===== src/hw/rtl/lwrp_pkg.sv =====
package lwrp_pkg;

  // default number of row slots
  localparam int MaxRowsDef = 16;

  localparam int RowCountW = 5;
  localparam int PadW      = 8;
  localparam int CfgDataW  = 8;
  localparam int CfgIdxW   = 1;
  localparam int GlyphW    = 10;
  localparam int DimW      = 16;
  localparam int RndW      = 17;
  localparam int AreaW     = 33;
  localparam int ChosenW   = 4;

  localparam logic [DimW-1:0]    DimMax      = {DimW{1'b1}};
  localparam logic [CfgIdxW-1:0] CfgRowCount = 1'b0;
  localparam logic [CfgIdxW-1:0] CfgPadding  = 1'b1;

  typedef struct packed {
    logic              first_of_run;
    logic              supported;
    logic [GlyphW-1:0] glyph_width;
    logic [GlyphW-1:0] glyph_height;
  } in_item_t;

  typedef struct packed {
    logic [ChosenW-1:0] chosen_row;
    logic               placed;
    logic [DimW-1:0]    atlas_width;
    logic [DimW-1:0]    atlas_height;
    logic [RndW-1:0]    width_rounded;
    logic [RndW-1:0]    height_rounded;
    logic [AreaW-1:0]   rounded_area;
  } out_item_t;

  // packing outcome handed from the row engine to the result pipe
  typedef struct packed {
    logic [ChosenW-1:0] chosen_row;
    logic               placed;
    logic [DimW-1:0]    atlas_width;
    logic [DimW-1:0]    atlas_height;
  } pack_res_t;

  typedef enum logic {
    BkSearch,
    BkUpdate
  } back_state_e;

  // next power of two at or above v, zero stays zero
  function automatic logic [RndW-1:0] round_pow2(input logic [DimW-1:0] v);
    logic [DimW-1:0] x;
    x = v - DimW'(1);
    x = x | (x >> 1);
    x = x | (x >> 2);
    x = x | (x >> 4);
    x = x | (x >> 8);
    if (v == '0) begin
      return '0;
    end
    return {1'b0, x} + RndW'(1);
  endfunction

endpackage


===== src/hw/rtl/least_width_row_packer.sv =====
// an item waits in the front queue, the row engine picks the least-width row for it
// (argmin over the row widths) and does the row and atlas update once the result pipe
// takes the result; no new item is searched before that, and the result stages follow
// reset: row count 1, padding 0, all row widths and heights and the atlas size zero,
// both queues empty
module least_width_row_packer #(
  parameter int MAX_ROWS = lwrp_pkg::MaxRowsDef
) (
  input  logic                            clk_i,
  input  logic                            rst_ni,
  // item input
  input  logic                            push,
  output logic                            full,
  input  lwrp_pkg::in_item_t              in_item_i,
  // result output
  output logic                            empty,
  input  logic                            pop,
  output lwrp_pkg::out_item_t             out_item_o,
  // register writes
  input  logic                            cfg_we_i,
  input  logic [lwrp_pkg::CfgIdxW-1:0]    cfg_idx_i,
  input  logic [lwrp_pkg::CfgDataW-1:0]   cfg_wdata_i
);
  import lwrp_pkg::*;

  logic [RowCountW-1:0] row_count_q;
  logic [PadW-1:0]      padding_q;

  logic      head_valid, head_pop;
  in_item_t  head;
  logic      res_valid, res_ready;
  pack_res_t res;

  // config registers; the user writes them only while idle, the block does not check
  always_ff @(posedge clk_i or negedge rst_ni) begin
    if (!rst_ni) begin
      row_count_q <= RowCountW'(1);
      padding_q   <= '0;
    end else if (cfg_we_i) begin
      case (cfg_idx_i)
        CfgRowCount: row_count_q <= cfg_wdata_i[RowCountW-1:0];
        CfgPadding:  padding_q   <= cfg_wdata_i[PadW-1:0];
        default: ;
      endcase
    end
  end

  // front: takes items and queues them for the row engine
  lwrp_front u_front (
    .clk_i       (clk_i),
    .rst_ni      (rst_ni),
    .push        (push),
    .full        (full),
    .in_item_i   (in_item_i),
    .head_valid_o(head_valid),
    .head_o      (head),
    .head_pop_i  (head_pop)
  );

  // back: run start clearing, least-width row search, row and atlas update
  lwrp_back #(
    .MAX_ROWS(MAX_ROWS)
  ) u_back (
    .clk_i       (clk_i),
    .rst_ni      (rst_ni),
    .row_count_i (row_count_q),
    .padding_i   (padding_q),
    .head_valid_i(head_valid),
    .head_i      (head),
    .head_pop_o  (head_pop),
    .res_valid_o (res_valid),
    .res_o       (res),
    .res_ready_i (res_ready)
  );

  // result pipe: power-of-two rounding, area, output register
  lwrp_result u_result (
    .clk_i      (clk_i),
    .rst_ni     (rst_ni),
    .res_valid_i(res_valid),
    .res_i      (res),
    .res_ready_o(res_ready),
    .empty      (empty),
    .pop        (pop),
    .out_item_o (out_item_o)
  );

endmodule


===== src/hw/rtl/lwrp_front.sv =====
module lwrp_front (
  input  logic               clk_i,
  input  logic               rst_ni,
  input  logic               push,
  output logic               full,
  input  lwrp_pkg::in_item_t in_item_i,
  output logic               head_valid_o,
  output lwrp_pkg::in_item_t head_o,
  input  logic               head_pop_i
);
  import lwrp_pkg::*;

  // two-entry queue toward the row engine
  in_item_t   mem_q [2];
  logic [1:0] cnt_q, cnt_d;
  logic       wr_ptr_q, rd_ptr_q;
  logic       do_push, do_pop;

  assign full         = (cnt_q == 2'd2);
  assign head_valid_o = (cnt_q != 2'd0);
  assign head_o       = mem_q[rd_ptr_q];
  assign do_push      = push & ~full;
  assign do_pop       = head_pop_i & head_valid_o;

  always_comb begin
    cnt_d = cnt_q;
    if (do_push && !do_pop) begin
      cnt_d = cnt_q + 2'd1;
    end else if (!do_push && do_pop) begin
      cnt_d = cnt_q - 2'd1;
    end
  end

  always_ff @(posedge clk_i or negedge rst_ni) begin
    if (!rst_ni) begin
      cnt_q    <= '0;
      wr_ptr_q <= 1'b0;
      rd_ptr_q <= 1'b0;
    end else begin
      cnt_q <= cnt_d;
      if (do_push) begin
        wr_ptr_q <= ~wr_ptr_q;
      end
      if (do_pop) begin
        rd_ptr_q <= ~rd_ptr_q;
      end
    end
  end

  always_ff @(posedge clk_i) begin
    if (do_push) begin
      mem_q[wr_ptr_q] <= in_item_i;
    end
  end

endmodule


===== src/hw/rtl/lwrp_back.sv =====
module lwrp_back #(
  parameter int MAX_ROWS = lwrp_pkg::MaxRowsDef
) (
  input  logic                               clk_i,
  input  logic                               rst_ni,
  input  logic [lwrp_pkg::RowCountW-1:0]     row_count_i,
  input  logic [lwrp_pkg::PadW-1:0]          padding_i,
  input  logic                               head_valid_i,
  input  lwrp_pkg::in_item_t                 head_i,
  output logic                               head_pop_o,
  output logic                               res_valid_o,
  output lwrp_pkg::pack_res_t                res_o,
  input  logic                               res_ready_i
);
  import lwrp_pkg::*;

  localparam int RowW   = (MAX_ROWS > 1) ? $clog2(MAX_ROWS) : 1;
  localparam int Leaves = 2 ** RowW;
  localparam int KeyW   = DimW + 1;

  back_state_e state_q, state_d;

  logic [DimW-1:0]   row_w_q [MAX_ROWS];
  logic [GlyphW-1:0] row_h_q [MAX_ROWS];
  logic [DimW-1:0]   tw_q, th_q;

  in_item_t          op_q;
  logic [RowW-1:0]   best_q;
  logic [DimW-1:0]   best_w_q;
  logic [GlyphW-1:0] best_h_q;

  logic [RowCountW-1:0] nrows;

  // argmin tree, unused rows carry a set top key bit
  logic [KeyW-1:0]   leaf_key [Leaves];
  logic [GlyphW-1:0] leaf_h   [Leaves];
  logic [KeyW-1:0]   tk [RowW+1][Leaves];
  logic [RowW-1:0]   ti [RowW+1][Leaves];
  logic [GlyphW-1:0] tht [RowW+1][Leaves];

  logic              search_go, update_go;
  logic [DimW+1:0]   w_sum;
  logic [DimW-1:0]   w_new, tw_new, th_new, h_base;
  logic [DimW:0]     h_sum;
  logic              grow_h;
  logic [DimW-1:0]   th_start;

  always_comb begin
    if (row_count_i == '0) begin
      nrows = RowCountW'(1);
    end else if (int'(row_count_i) > MAX_ROWS) begin
      nrows = RowCountW'(MAX_ROWS);
    end else begin
      nrows = row_count_i;
    end
  end

  for (genvar g = 0; g < Leaves; g++) begin : g_leaf
    if (g < MAX_ROWS) begin : g_row
      assign leaf_key[g] = {(g >= int'(nrows)), row_w_q[g]};
      assign leaf_h[g]   = row_h_q[g];
    end else begin : g_pad
      assign leaf_key[g] = {KeyW{1'b1}};
      assign leaf_h[g]   = '0;
    end
  end

  always_comb begin
    for (int l = 0; l <= RowW; l++) begin
      for (int j = 0; j < Leaves; j++) begin
        tk[l][j]  = '0;
        ti[l][j]  = '0;
        tht[l][j] = '0;
      end
    end
    for (int j = 0; j < Leaves; j++) begin
      tk[0][j]  = leaf_key[j];
      ti[0][j]  = RowW'(j);
      tht[0][j] = leaf_h[j];
    end
    for (int l = 0; l < RowW; l++) begin
      for (int j = 0; j < (Leaves >> (l + 1)); j++) begin
        // lower index wins ties
        if (tk[l][2*j+1] < tk[l][2*j]) begin
          tk[l+1][j]  = tk[l][2*j+1];
          ti[l+1][j]  = ti[l][2*j+1];
          tht[l+1][j] = tht[l][2*j+1];
        end else begin
          tk[l+1][j]  = tk[l][2*j];
          ti[l+1][j]  = ti[l][2*j];
          tht[l+1][j] = tht[l][2*j];
        end
      end
    end
  end

  // placement arithmetic
  always_comb begin
    w_sum  = {2'b00, best_w_q} + (DimW+2)'(op_q.glyph_width) + (DimW+2)'(padding_i);
    w_new  = (w_sum > (DimW+2)'(DimMax)) ? DimMax : w_sum[DimW-1:0];
    grow_h = (op_q.glyph_height > best_h_q);
    h_base = (th_q >= DimW'(best_h_q)) ? (th_q - DimW'(best_h_q)) : '0;
    h_sum  = {1'b0, h_base} + (DimW+1)'(op_q.glyph_height);
    tw_new = tw_q;
    th_new = th_q;
    if (op_q.supported) begin
      tw_new = (w_new > tw_q) ? w_new : tw_q;
      if (grow_h) begin
        th_new = h_sum[DimW] ? DimMax : h_sum[DimW-1:0];
      end
    end
    th_start = DimW'(padding_i) * (DimW'(nrows) + DimW'(1));
  end

  always_comb begin
    state_d     = state_q;
    head_pop_o  = 1'b0;
    res_valid_o = 1'b0;
    case (state_q)
      BkSearch: begin
        head_pop_o = head_valid_i;
        if (head_valid_i) begin
          state_d = BkUpdate;
        end
      end
      BkUpdate: begin
        res_valid_o = 1'b1;
        if (res_ready_i) begin
          state_d = BkSearch;
        end
      end
      default: state_d = BkSearch;
    endcase
  end

  assign search_go = head_pop_o;
  assign update_go = res_valid_o & res_ready_i;

  assign res_o.chosen_row   = op_q.supported ? ChosenW'(best_q) : '0;
  assign res_o.placed       = op_q.supported;
  assign res_o.atlas_width  = tw_new;
  assign res_o.atlas_height = th_new;

  always_ff @(posedge clk_i or negedge rst_ni) begin
    if (!rst_ni) begin
      state_q <= BkSearch;
      tw_q    <= '0;
      th_q    <= '0;
      for (int i = 0; i < MAX_ROWS; i++) begin
        row_w_q[i] <= '0;
        row_h_q[i] <= '0;
      end
    end else begin
      state_q <= state_d;
      if (search_go && head_i.first_of_run) begin
        // run start clears every row
        tw_q <= DimW'(padding_i);
        th_q <= th_start;
        for (int i = 0; i < MAX_ROWS; i++) begin
          row_w_q[i] <= DimW'(padding_i);
          row_h_q[i] <= '0;
        end
      end
      if (update_go && op_q.supported) begin
        tw_q <= tw_new;
        th_q <= th_new;
        for (int i = 0; i < MAX_ROWS; i++) begin
          if (RowW'(i) == best_q) begin
            row_w_q[i] <= w_new;
            if (grow_h) begin
              row_h_q[i] <= op_q.glyph_height;
            end
          end
        end
      end
    end
  end

  always_ff @(posedge clk_i) begin
    if (search_go) begin
      op_q <= head_i;
      if (head_i.first_of_run) begin
        best_q   <= '0;
        best_w_q <= DimW'(padding_i);
        best_h_q <= '0;
      end else begin
        best_q   <= ti[RowW][0];
        best_w_q <= tk[RowW][0][DimW-1:0];
        best_h_q <= tht[RowW][0];
      end
    end
  end

endmodule


===== src/hw/rtl/lwrp_result.sv =====
module lwrp_result (
  input  logic                clk_i,
  input  logic                rst_ni,
  input  logic                res_valid_i,
  input  lwrp_pkg::pack_res_t res_i,
  output logic                res_ready_o,
  output logic                empty,
  input  logic                pop,
  output lwrp_pkg::out_item_t out_item_o
);
  import lwrp_pkg::*;

  // stage 1: packing result, stage 2: rounded sizes, stage 3: area, output
  logic      v1_q, v2_q, v3_q;
  logic      rdy1, rdy2, rdy3;
  pack_res_t s1_q;
  pack_res_t s2_q;
  logic [RndW-1:0] wr2_q, hr2_q;
  out_item_t s3_q;

  assign rdy3        = ~v3_q | pop;
  assign rdy2        = ~v2_q | rdy3;
  assign rdy1        = ~v1_q | rdy2;
  assign res_ready_o = rdy1;
  assign empty       = ~v3_q;
  assign out_item_o  = s3_q;

  always_ff @(posedge clk_i or negedge rst_ni) begin
    if (!rst_ni) begin
      v1_q <= 1'b0;
      v2_q <= 1'b0;
      v3_q <= 1'b0;
    end else begin
      if (rdy1) begin
        v1_q <= res_valid_i;
      end
      if (rdy2) begin
        v2_q <= v1_q;
      end
      if (rdy3) begin
        v3_q <= v2_q;
      end
    end
  end

  always_ff @(posedge clk_i) begin
    if (rdy1 && res_valid_i) begin
      s1_q <= res_i;
    end
    if (rdy2 && v1_q) begin
      s2_q  <= s1_q;
      wr2_q <= round_pow2(s1_q.atlas_width);
      hr2_q <= round_pow2(s1_q.atlas_height);
    end
    if (rdy3 && v2_q) begin
      s3_q.chosen_row     <= s2_q.chosen_row;
      s3_q.placed         <= s2_q.placed;
      s3_q.atlas_width    <= s2_q.atlas_width;
      s3_q.atlas_height   <= s2_q.atlas_height;
      s3_q.width_rounded  <= wr2_q;
      s3_q.height_rounded <= hr2_q;
      s3_q.rounded_area   <= AreaW'({{(AreaW-RndW){1'b0}}, wr2_q} * {{(AreaW-RndW){1'b0}}, hr2_q});
    end
  end

endmodule


===== config.mk =====
export PLATFORM = sky130hd
export DESIGN_NAME = least_width_row_packer
export DESIGN_NICKNAME = d
export VERILOG_FILES = /design/src/hw/rtl/lwrp_pkg.sv /design/src/hw/rtl/least_width_row_packer.sv /design/src/hw/rtl/lwrp_front.sv /design/src/hw/rtl/lwrp_back.sv /design/src/hw/rtl/lwrp_result.sv
export SDC_FILE = /design/constraint.sdc
export NUM_CORES = 2
export LEC_CHECK = 0
export ABC_AREA = 1
export BUFFER_PORTS_ARGS = -buffer_cell sky130_fd_sc_hd__buf_2
export CAP_MARGIN = 10
export CORE_AREA = 2 2 365 367
export CTS_BUF_LIST = sky130_fd_sc_hd__clkbuf_4 sky130_fd_sc_hd__clkbuf_8
export CTS_CLUSTER_SIZE = 16
export DETAILED_ROUTE_END_ITERATION = 6
export DIE_AREA = 0 0 367 369
export GPL_ROUTABILITY_DRIVEN = 0
export HOLD_SLACK_MARGIN = 0.08
export PLACE_DENSITY = 0.61
export SLEW_MARGIN = 20
export SYNTH_ARGS = -nofsm -noshare
export SYNTH_HDL_FRONTEND = slang
export SYNTH_SLANG_ARGS = --single-unit

===== constraint.sdc =====
create_clock -name clk_i -period 15.9 [get_ports clk_i]
set_clock_uncertainty 0.1 [all_clocks]
set_input_delay 3.18 -clock clk_i [delete_from_list [all_inputs] [get_ports clk_i]]
set_output_delay 3.18 -clock clk_i [all_outputs]
set_load 0.01 [all_outputs]

# [Word-level counts from Yosys, hierarchy flattened]
# Memories as Yosys holds them, arrays and structs flattened.
# Cells that the tools add are included.
[op_classes] add_sub_neg=11 mul=2 reduce_logical=18 n_bitwise=22 eq_ne=16 n_mux=128 n_lt_le_gt_ge=36
[ops] cell="two-way mux 256 bit" n=2
[ops] cell="two-way mux 10 bit" n=47
[ops] cell="two-way mux 16 bit" n=28
[ops] cell="two-way mux 160 bit" n=2
[ops] cell="two-way mux 17 bit" n=18
[ops] cell="less-than comparator 17 bit" n=15
[ops] cell="greater-or-equal comparator 4 x 5 -> 1 bit, first input constant" n=8
[ops] cell="adder 16 x 1 -> 17 bit, second input constant" n=2
[ops] cell="adder 16 x 10 -> 17 bit" n=2
[ops] cell="multiplier 17 x 17 -> 33 bit" n=1
[ops] cell="== test 4 bit, first input constant" n=8
[ops] cell="logical NOT 16 bit" n=2
[ops] cell="bitwise OR 16 x 12 -> 16 bit" n=2
[ops] cell="bitwise OR 16 x 14 -> 16 bit" n=2
[ops] cell="bitwise OR 16 x 15 -> 16 bit" n=2
[ops] cell="bitwise OR 16 x 8 -> 16 bit" n=2
[ops] cell="subtractor 16 x 1 -> 16 bit, second input constant" n=2
[ops] cell="greater-or-equal comparator 3 x 5 -> 1 bit, first input constant" n=4
[ops] cell="adder 18 x 8 -> 18 bit" n=1
[ops] cell="greater-than comparator 18 x 16 -> 1 bit, second input constant" n=1
[ops] cell="two-way mux 1 bit" n=18
[ops] cell="== test 3 x 4 -> 1 bit, first input constant" n=4
[ops] cell="greater-or-equal comparator 16 x 10 -> 1 bit" n=1
[ops] cell="greater-than comparator 16 bit" n=1
[ops] cell="other kinds (27)" n=58
[totals] out_inout_bits=106 ramBits=44 inputBits=36 word_cells=301 mem_count=1 ff_bits=732
[memory_table] memory="u_front.mem_q" words=2 width=22 read_ports=1 rd_clocked_by_memory_dff=0 write_ports=1 line_no="lwrp_front.sv:14" source="in_item_t mem_q [2];"

# [Logic depth before layout (Yosys ltp)]
[depth] depth_word=13 mapped_depth=65

# [By module]
# Synthesis repeated with hierarchy kept, for this count alone.
[hier_totals] cells_unflattened=6639 area_unflattened_um2=54567.3
[modules_own_cells] module="lwrp_back" seq_area_each_um2=12767.2 cells_per_inst=4508 n_inst=1 area_per_inst_um2=33998.9
[modules_own_cells] module="lwrp_result" seq_area_each_um2=6441.2 cells_per_inst=1928 n_inst=1 area_per_inst_um2=18212.5
[modules_own_cells] module="lwrp_front" seq_area_each_um2=1421.4 cells_per_inst=146 n_inst=1 area_per_inst_um2=1836.8
[modules_own_cells] module="least_width_row_packer" seq_area_each_um2=326.6 cells_per_inst=57 n_inst=1 area_per_inst_um2=519.2

# [Worst setup path after synthesis]
# No wires, ideal clock.
[synth_timing] kind="register to register" start="register row_count_q[3]" end="register u_back.best_h_q[0] (data pin)" path_stages_with_launch=55 path_buffers=7 arrival_ps=8267 required_time_ps=15661 slack_ps=7394 setup_time_ps=139 path_cell_list="dfrtp_1 > clkbuf_1 > inv_1 > nand3_1 > a21oi_1 > inv_1 > ha_1 > inv_1 > o221ai_1 > inv_1 > ha_1 > nand2_1 > nor2_2 > nand2_1 > nor2_1 > nand2_1 > nand3_2 > clkbuf_1 > (+19 left out) > a211oi_1 > nand2_2 > buf_6 > buf_2 > o21ai_1 > inv_1 > ha_1 > a21oi_1 > o21ai_0 > nand3_1 > nand2_1 > nand2_1 > a21oi_1 > a211oi_2 > a21boi_2 > buf_2 > nor2_1 > nor2_1"
[synth_via] elab_chain_len=12 word_cells_on_any_way=64 cone_classes="32 x order compare; 31 x mux; 1 x reduce/logical"
[synth_lines] element="start: declaration" line_no="least_width_row_packer.sv:26" source="logic [RowCountW-1:0] row_count_q;"
[synth_lines] element="start signal: assignment" line_no="least_width_row_packer.sv:37" source="row_count_q <= RowCountW'(1);"
[synth_lines] element="start signal: assignment" line_no="least_width_row_packer.sv:41" source="CfgRowCount: row_count_q <= cfg_wdata_i[RowCountW-1:0];"
[synth_lines] element="greater-than comparator 5 bit" line_no="lwrp_back.sv:51" source="end else if (int'(row_count_i) > MAX_ROWS) begin"
[synth_lines] element="two-way mux 5 bit" line_no="lwrp_back.sv:51"
[synth_lines] element="two-way mux 5 bit *" line_no="lwrp_back.sv:49" source="if (row_count_i == '0) begin"
[synth_lines] element="greater-or-equal comparator 4 x 5 -> 1 bit (tied with other cells)" line_no="lwrp_back.sv:60" source="assign leaf_key[g] = {(g >= int'(nrows)), row_w_q[g]};"
[synth_lines] element="less-than comparator 17 bit" line_no="lwrp_back.sv:84" source="if (tk[l][2*j+1] < tk[l][2*j]) begin"
[synth_lines] element="two-way mux 17 bit" line_no="lwrp_back.sv:84"
[synth_lines] element="less-than comparator 17 bit" line_no="lwrp_back.sv:84"
[synth_lines] element="two-way mux 17 bit" line_no="lwrp_back.sv:84"
[synth_lines] element="less-than comparator 17 bit" line_no="lwrp_back.sv:84"
[synth_lines] element="two-way mux 17 bit" line_no="lwrp_back.sv:84"
[synth_lines] element="less-than comparator 17 bit" line_no="lwrp_back.sv:84"
[synth_lines] element="two-way mux 10 bit *" line_no="lwrp_back.sv:84"
[synth_lines] element="end signal: assignment" line_no="lwrp_back.sv:189" source="best_h_q <= tht[RowW][0];"
[synth_lines] element="end: declaration" line_no="lwrp_back.sv:30" source="logic [GlyphW-1:0] best_h_q;"
# Every way passes the cells marked *; elsewhere a longest branch is shown, timed or not.
# A chain may end at the register's enable or synchronous reset.

# [Worst setup path in the final report]
[layout_timing] start="register row_count_q[1]" end="register u_back.best_w_q[0] (data pin)"
[layout_via] elab_chain_len=13 word_cells_on_any_way=51 cone_classes="32 x order compare; 18 x mux; 1 x reduce/logical"
[layout_lines] element="greater-than comparator 5 bit" line_no="lwrp_back.sv:51"
[layout_lines] element="two-way mux 5 bit" line_no="lwrp_back.sv:51"
[layout_lines] element="two-way mux 5 bit *" line_no="lwrp_back.sv:49"
[layout_lines] element="greater-or-equal comparator 4 x 5 -> 1 bit (tied with other cells)" line_no="lwrp_back.sv:60"
[layout_lines] element="less-than comparator 17 bit" line_no="lwrp_back.sv:84"
[layout_lines] element="two-way mux 17 bit" line_no="lwrp_back.sv:84"
[layout_lines] element="less-than comparator 17 bit" line_no="lwrp_back.sv:84"
[layout_lines] element="two-way mux 17 bit" line_no="lwrp_back.sv:84"
[layout_lines] element="less-than comparator 17 bit" line_no="lwrp_back.sv:84"
[layout_lines] element="two-way mux 17 bit" line_no="lwrp_back.sv:84"
[layout_lines] element="less-than comparator 17 bit" line_no="lwrp_back.sv:84"
[layout_lines] element="two-way mux 16 bit *" line_no="lwrp_back.sv:84"
[layout_lines] element="two-way mux 8 bit *" line_no="lwrp_back.sv:182" source="if (head_i.first_of_run) begin"
[layout_lines] element="end signal: assignment" line_no="lwrp_back.sv:184" source="best_w_q <= DimW'(padding_i);"
[layout_lines] element="end signal: assignment" line_no="lwrp_back.sv:188" source="best_w_q <= tk[RowW][0][DimW-1:0];"
[layout_lines] element="end: declaration" line_no="lwrp_back.sv:29" source="logic [DimW-1:0] best_w_q;"
# Marked as above.

==> results.toml <==
[clocking]
path_clk_slew_ns = 0.06
cts_tree = "done"
ctsHoldBuffers = 0
clockBufferDepth = 3
cts-root-buf = "clkbuf_8"
insertion_delay_ns = 0.92
cts.sinks = 776
postCtsSetupBuffers = 0
ctsResizeCount = 0
ctsHtreeMaxLevel = 4
cts_buffers = 141

[drt]
ant_nets = 0
drc = 0
drt_iter0_markers = 3908
dr.pass1.iters = 7
routed_wl_um = 161000
vias = 44100
wire_per_inst_um = 19.4
drt-vias-per-instance = 5.32

[min_path]
hold_path.class = "reg -> reg"
min_from = "u_result.s2_q[32]$_DFFE_PP_"

[floorplan]
die_area_um2 = 135000
fp.dieH_um = 369
io_pins = 142
start_util = 0.408
die_x_um = 367
core_area_um2 = 131000
rows = 133

[logic_synthesis]
synth.avg_cell_area_um2 = 8.36
syn_area_um2 = 53500
ys_ff_latch = 776
yosys.area_share.simple = 0.179
synth_seq_area_share = 0.392
ys_types = 66
yosysWarnings = 0
synth_compound_gate_area_share = 0.123
synth_flop_cell = "dfrtp_1"
synth_top_family_by_area = "adder cells"
synthArstFlopShare = 0.604
synth_edf_count = 307
synthMuxAreaShare = 0.00208
synthAdderAreaFrac = 0.196
synthCells = 6402
synth-xor-area-share = 0.0167

[timing]
final_max_slew_viol_count = 0
setup-tns-final_ns = 0
fin_crit_sh = 0.754
max_freq_mhz = 83.4
worst_slew_pin_slew_ns = 1.25
slew_headroom = 0.163
post-route-min-period_ns = 11.98
setup_viol_count_final = 0
finalHoldViolCount = 0
rsz0062_at_grt = "no"

[global_routing]
grt_pass1_vias = 43000
grt.total_usage = 0.237
grt_pass1_wl_um = 249000
overflow = 0
antenna_found_initial = 12
grt_max_degree = 107

[critical_path]
path_class = "reg -> reg"
crit_arrival_ns = 12.56
end_kind = "flip-flop"
cp_max_fo = 44
timing.rr.start = "row_count_q[1]$_DFFE_PN0P_"
slowest_delay_ns = 0.80
slowest_stage = "nand3_2"
crit_start = "row_count_q[1]$_DFFE_PN0P_"
path_common_cell = "nand2_1"
worstPathRequired_ns = 16.48
crit_path_start_kind = "flip-flop"

[status]
run_status = "finished clean"

[final_layout]
fillCellCount = 13000
syn_to_final_growth_pct = 9.89
nets = 7142
drive_gt1_frac = 0.0824

[placed_design]
port_buffers = 141
dp_hpwl_um = 116000

[job]
max_cap_viol_count = 0
per-stage QoR:
step / std cells / cell area [µm²] / hold WS, ns / util / worst slack (ns)
2_1_floorplan: 6409 / 53600 / 0.300 / - / 7.39
3_3_place_gp: 8029 / 55600 / 0.303 / 0.424 / 3.95
3_5_place_dp: 8029 / 55600 / 0.306 / 0.424 / 3.83
4_1_cts: 8287 / 58800 / 0.315 / 0.448 / 3.77
5_1_grt: 8289 / 58800 / 0.330 / 0.448 / 2.85
6_report: 8295 / 58800 / 0.309 / 0.449 / 3.92
state kept, by name (all words and copies together), names as in the netlist, 17 cells and up:
signal               count
u_result.hr2_q          17
u_result.s2_q           37
u_front.mem_q           44
u_back.leaf_key        256
u_result.wr2_q          17
u_result.s1_q           37
u_result.out_item_o    104
u_back.leaf_h          160
u_back.op_q             20
worst paths after layout:
path	endpoint	cells past startpoint	slack [ns]
worst max register to register	u_back.best_w_q[0]$_DFFE_PP_	44	3.92
min in group asynchronous	u_back.leaf_key[44]$_DFF_PN0_	1	2.24
worst min register to register	u_result.out_item_o[99]$_DFFE_PP_	0	0.31
worst min-delay path	u_result.out_item_o[99]$_DFFE_PP_	0	0.31
worst max-delay path	u_back.best_w_q[0]$_DFFE_PP_	44	3.92
max in group asynchronous	u_back.leaf_key[6]$_DFF_PN0_	3	11.14
metal layers:
| layer | vias to the layer above | GRT usage | wire length, µm |
|---|---|---|---|
| met5 | - | 0 | 77 |
| met3 | 406 | 0.0466 | 12600 |
| met2 | 1758 | 0.387 | 74200 |
| met4 | 8 | 0.107 | 7530 |
| li1 | 20800 | - | - |
| met1 | 21100 | 0.305 | 66700 |
kinds of logic (layout without fill, tap and decap cells):
family	count (synthesis)	in the layout
and+or+nand+nor	2323	2323
buffers and inverters	1271	1394
AOI/OAI and AO/OA	1228	1228
DFF	776	776
adders and majority gates	689	689
xor gates and xnor gates	102	102
muxes	11	11
other	2	17
layout make-up:
class,count,area [µm²],area share
timing repair buffer,199,1150,0.0196
inverter,937,3530,0.0600
clock inverter,52,604,0.0103
antenna,8,20.0,0.000340
multi-input combinational,4362,27800,0.473
tap,1755,2200,0.0373
clock buffer,206,2570,0.0436
sequential,776,21000,0.356
layout by cell type (no fill, tap or decap), types with 28 or more instances in the layout:
master    Yosys  routed
dfrtp_1     468     468
edfxtp_1    307     307
o21ai_0     738     737
ha_1        437     437
nand2_2      26      28
nand2_1    1421    1419
clkbuf_4      0      43
buf_4         5      58
xnor2_1      33      33
buf_2        12     140
a31oi_1      60      60
nand3_1     368     368
o21ai_1      34      34
clkbuf_8      0     163
xor2_1       69      69
nor3_1       38      38
inv_1       925     921
a21oi_1     257     256
nor2_1      392     388
fa_1        252     252
cell usage after synthesis (8+ instances only):
master    instances  area (µm²)
xnor2_1          33         289
dfrtp_1         468       11700
o21a_1           11        82.6
edfxtp_1        307        9220
o21ai_0         738        3690
ha_1            437        5470
o221ai_1         12         105
nand3_1         368        1840
nand3b_1         10        75.1
nand2_1        1421        5330
inv_1           925        3470
a31oi_1          60         375
o211ai_1         16         120
o31ai_1           8        60.1
a211oi_1         18         135
mux2i_1          10         100
xor2_1           69         604
fa_1            252        5040
o21bai_1         22         165
buf_2            12        60.1
a21oi_1         257        1290
nor3_1           38         190
nor2_2            8        50.1
nand2_2          26         163
nor2_1          392        1470
o22ai_1          19         119
o21ai_1          34         170
clkbuf_1        308        1160
nand4_1          21         131
critical path, delay by kind of cell, from the launching register on:
family          cells  cell delay (ns)
simple gates       19             4.29
fa+ha+maj           5             1.61
compound gates     13             3.42
buf+inv             7             1.84
flops               1             0.45
Power is left out: the tool's default activity adds up to more than one toggle a clock period on the data nets, which glitch-free logic cannot reach.
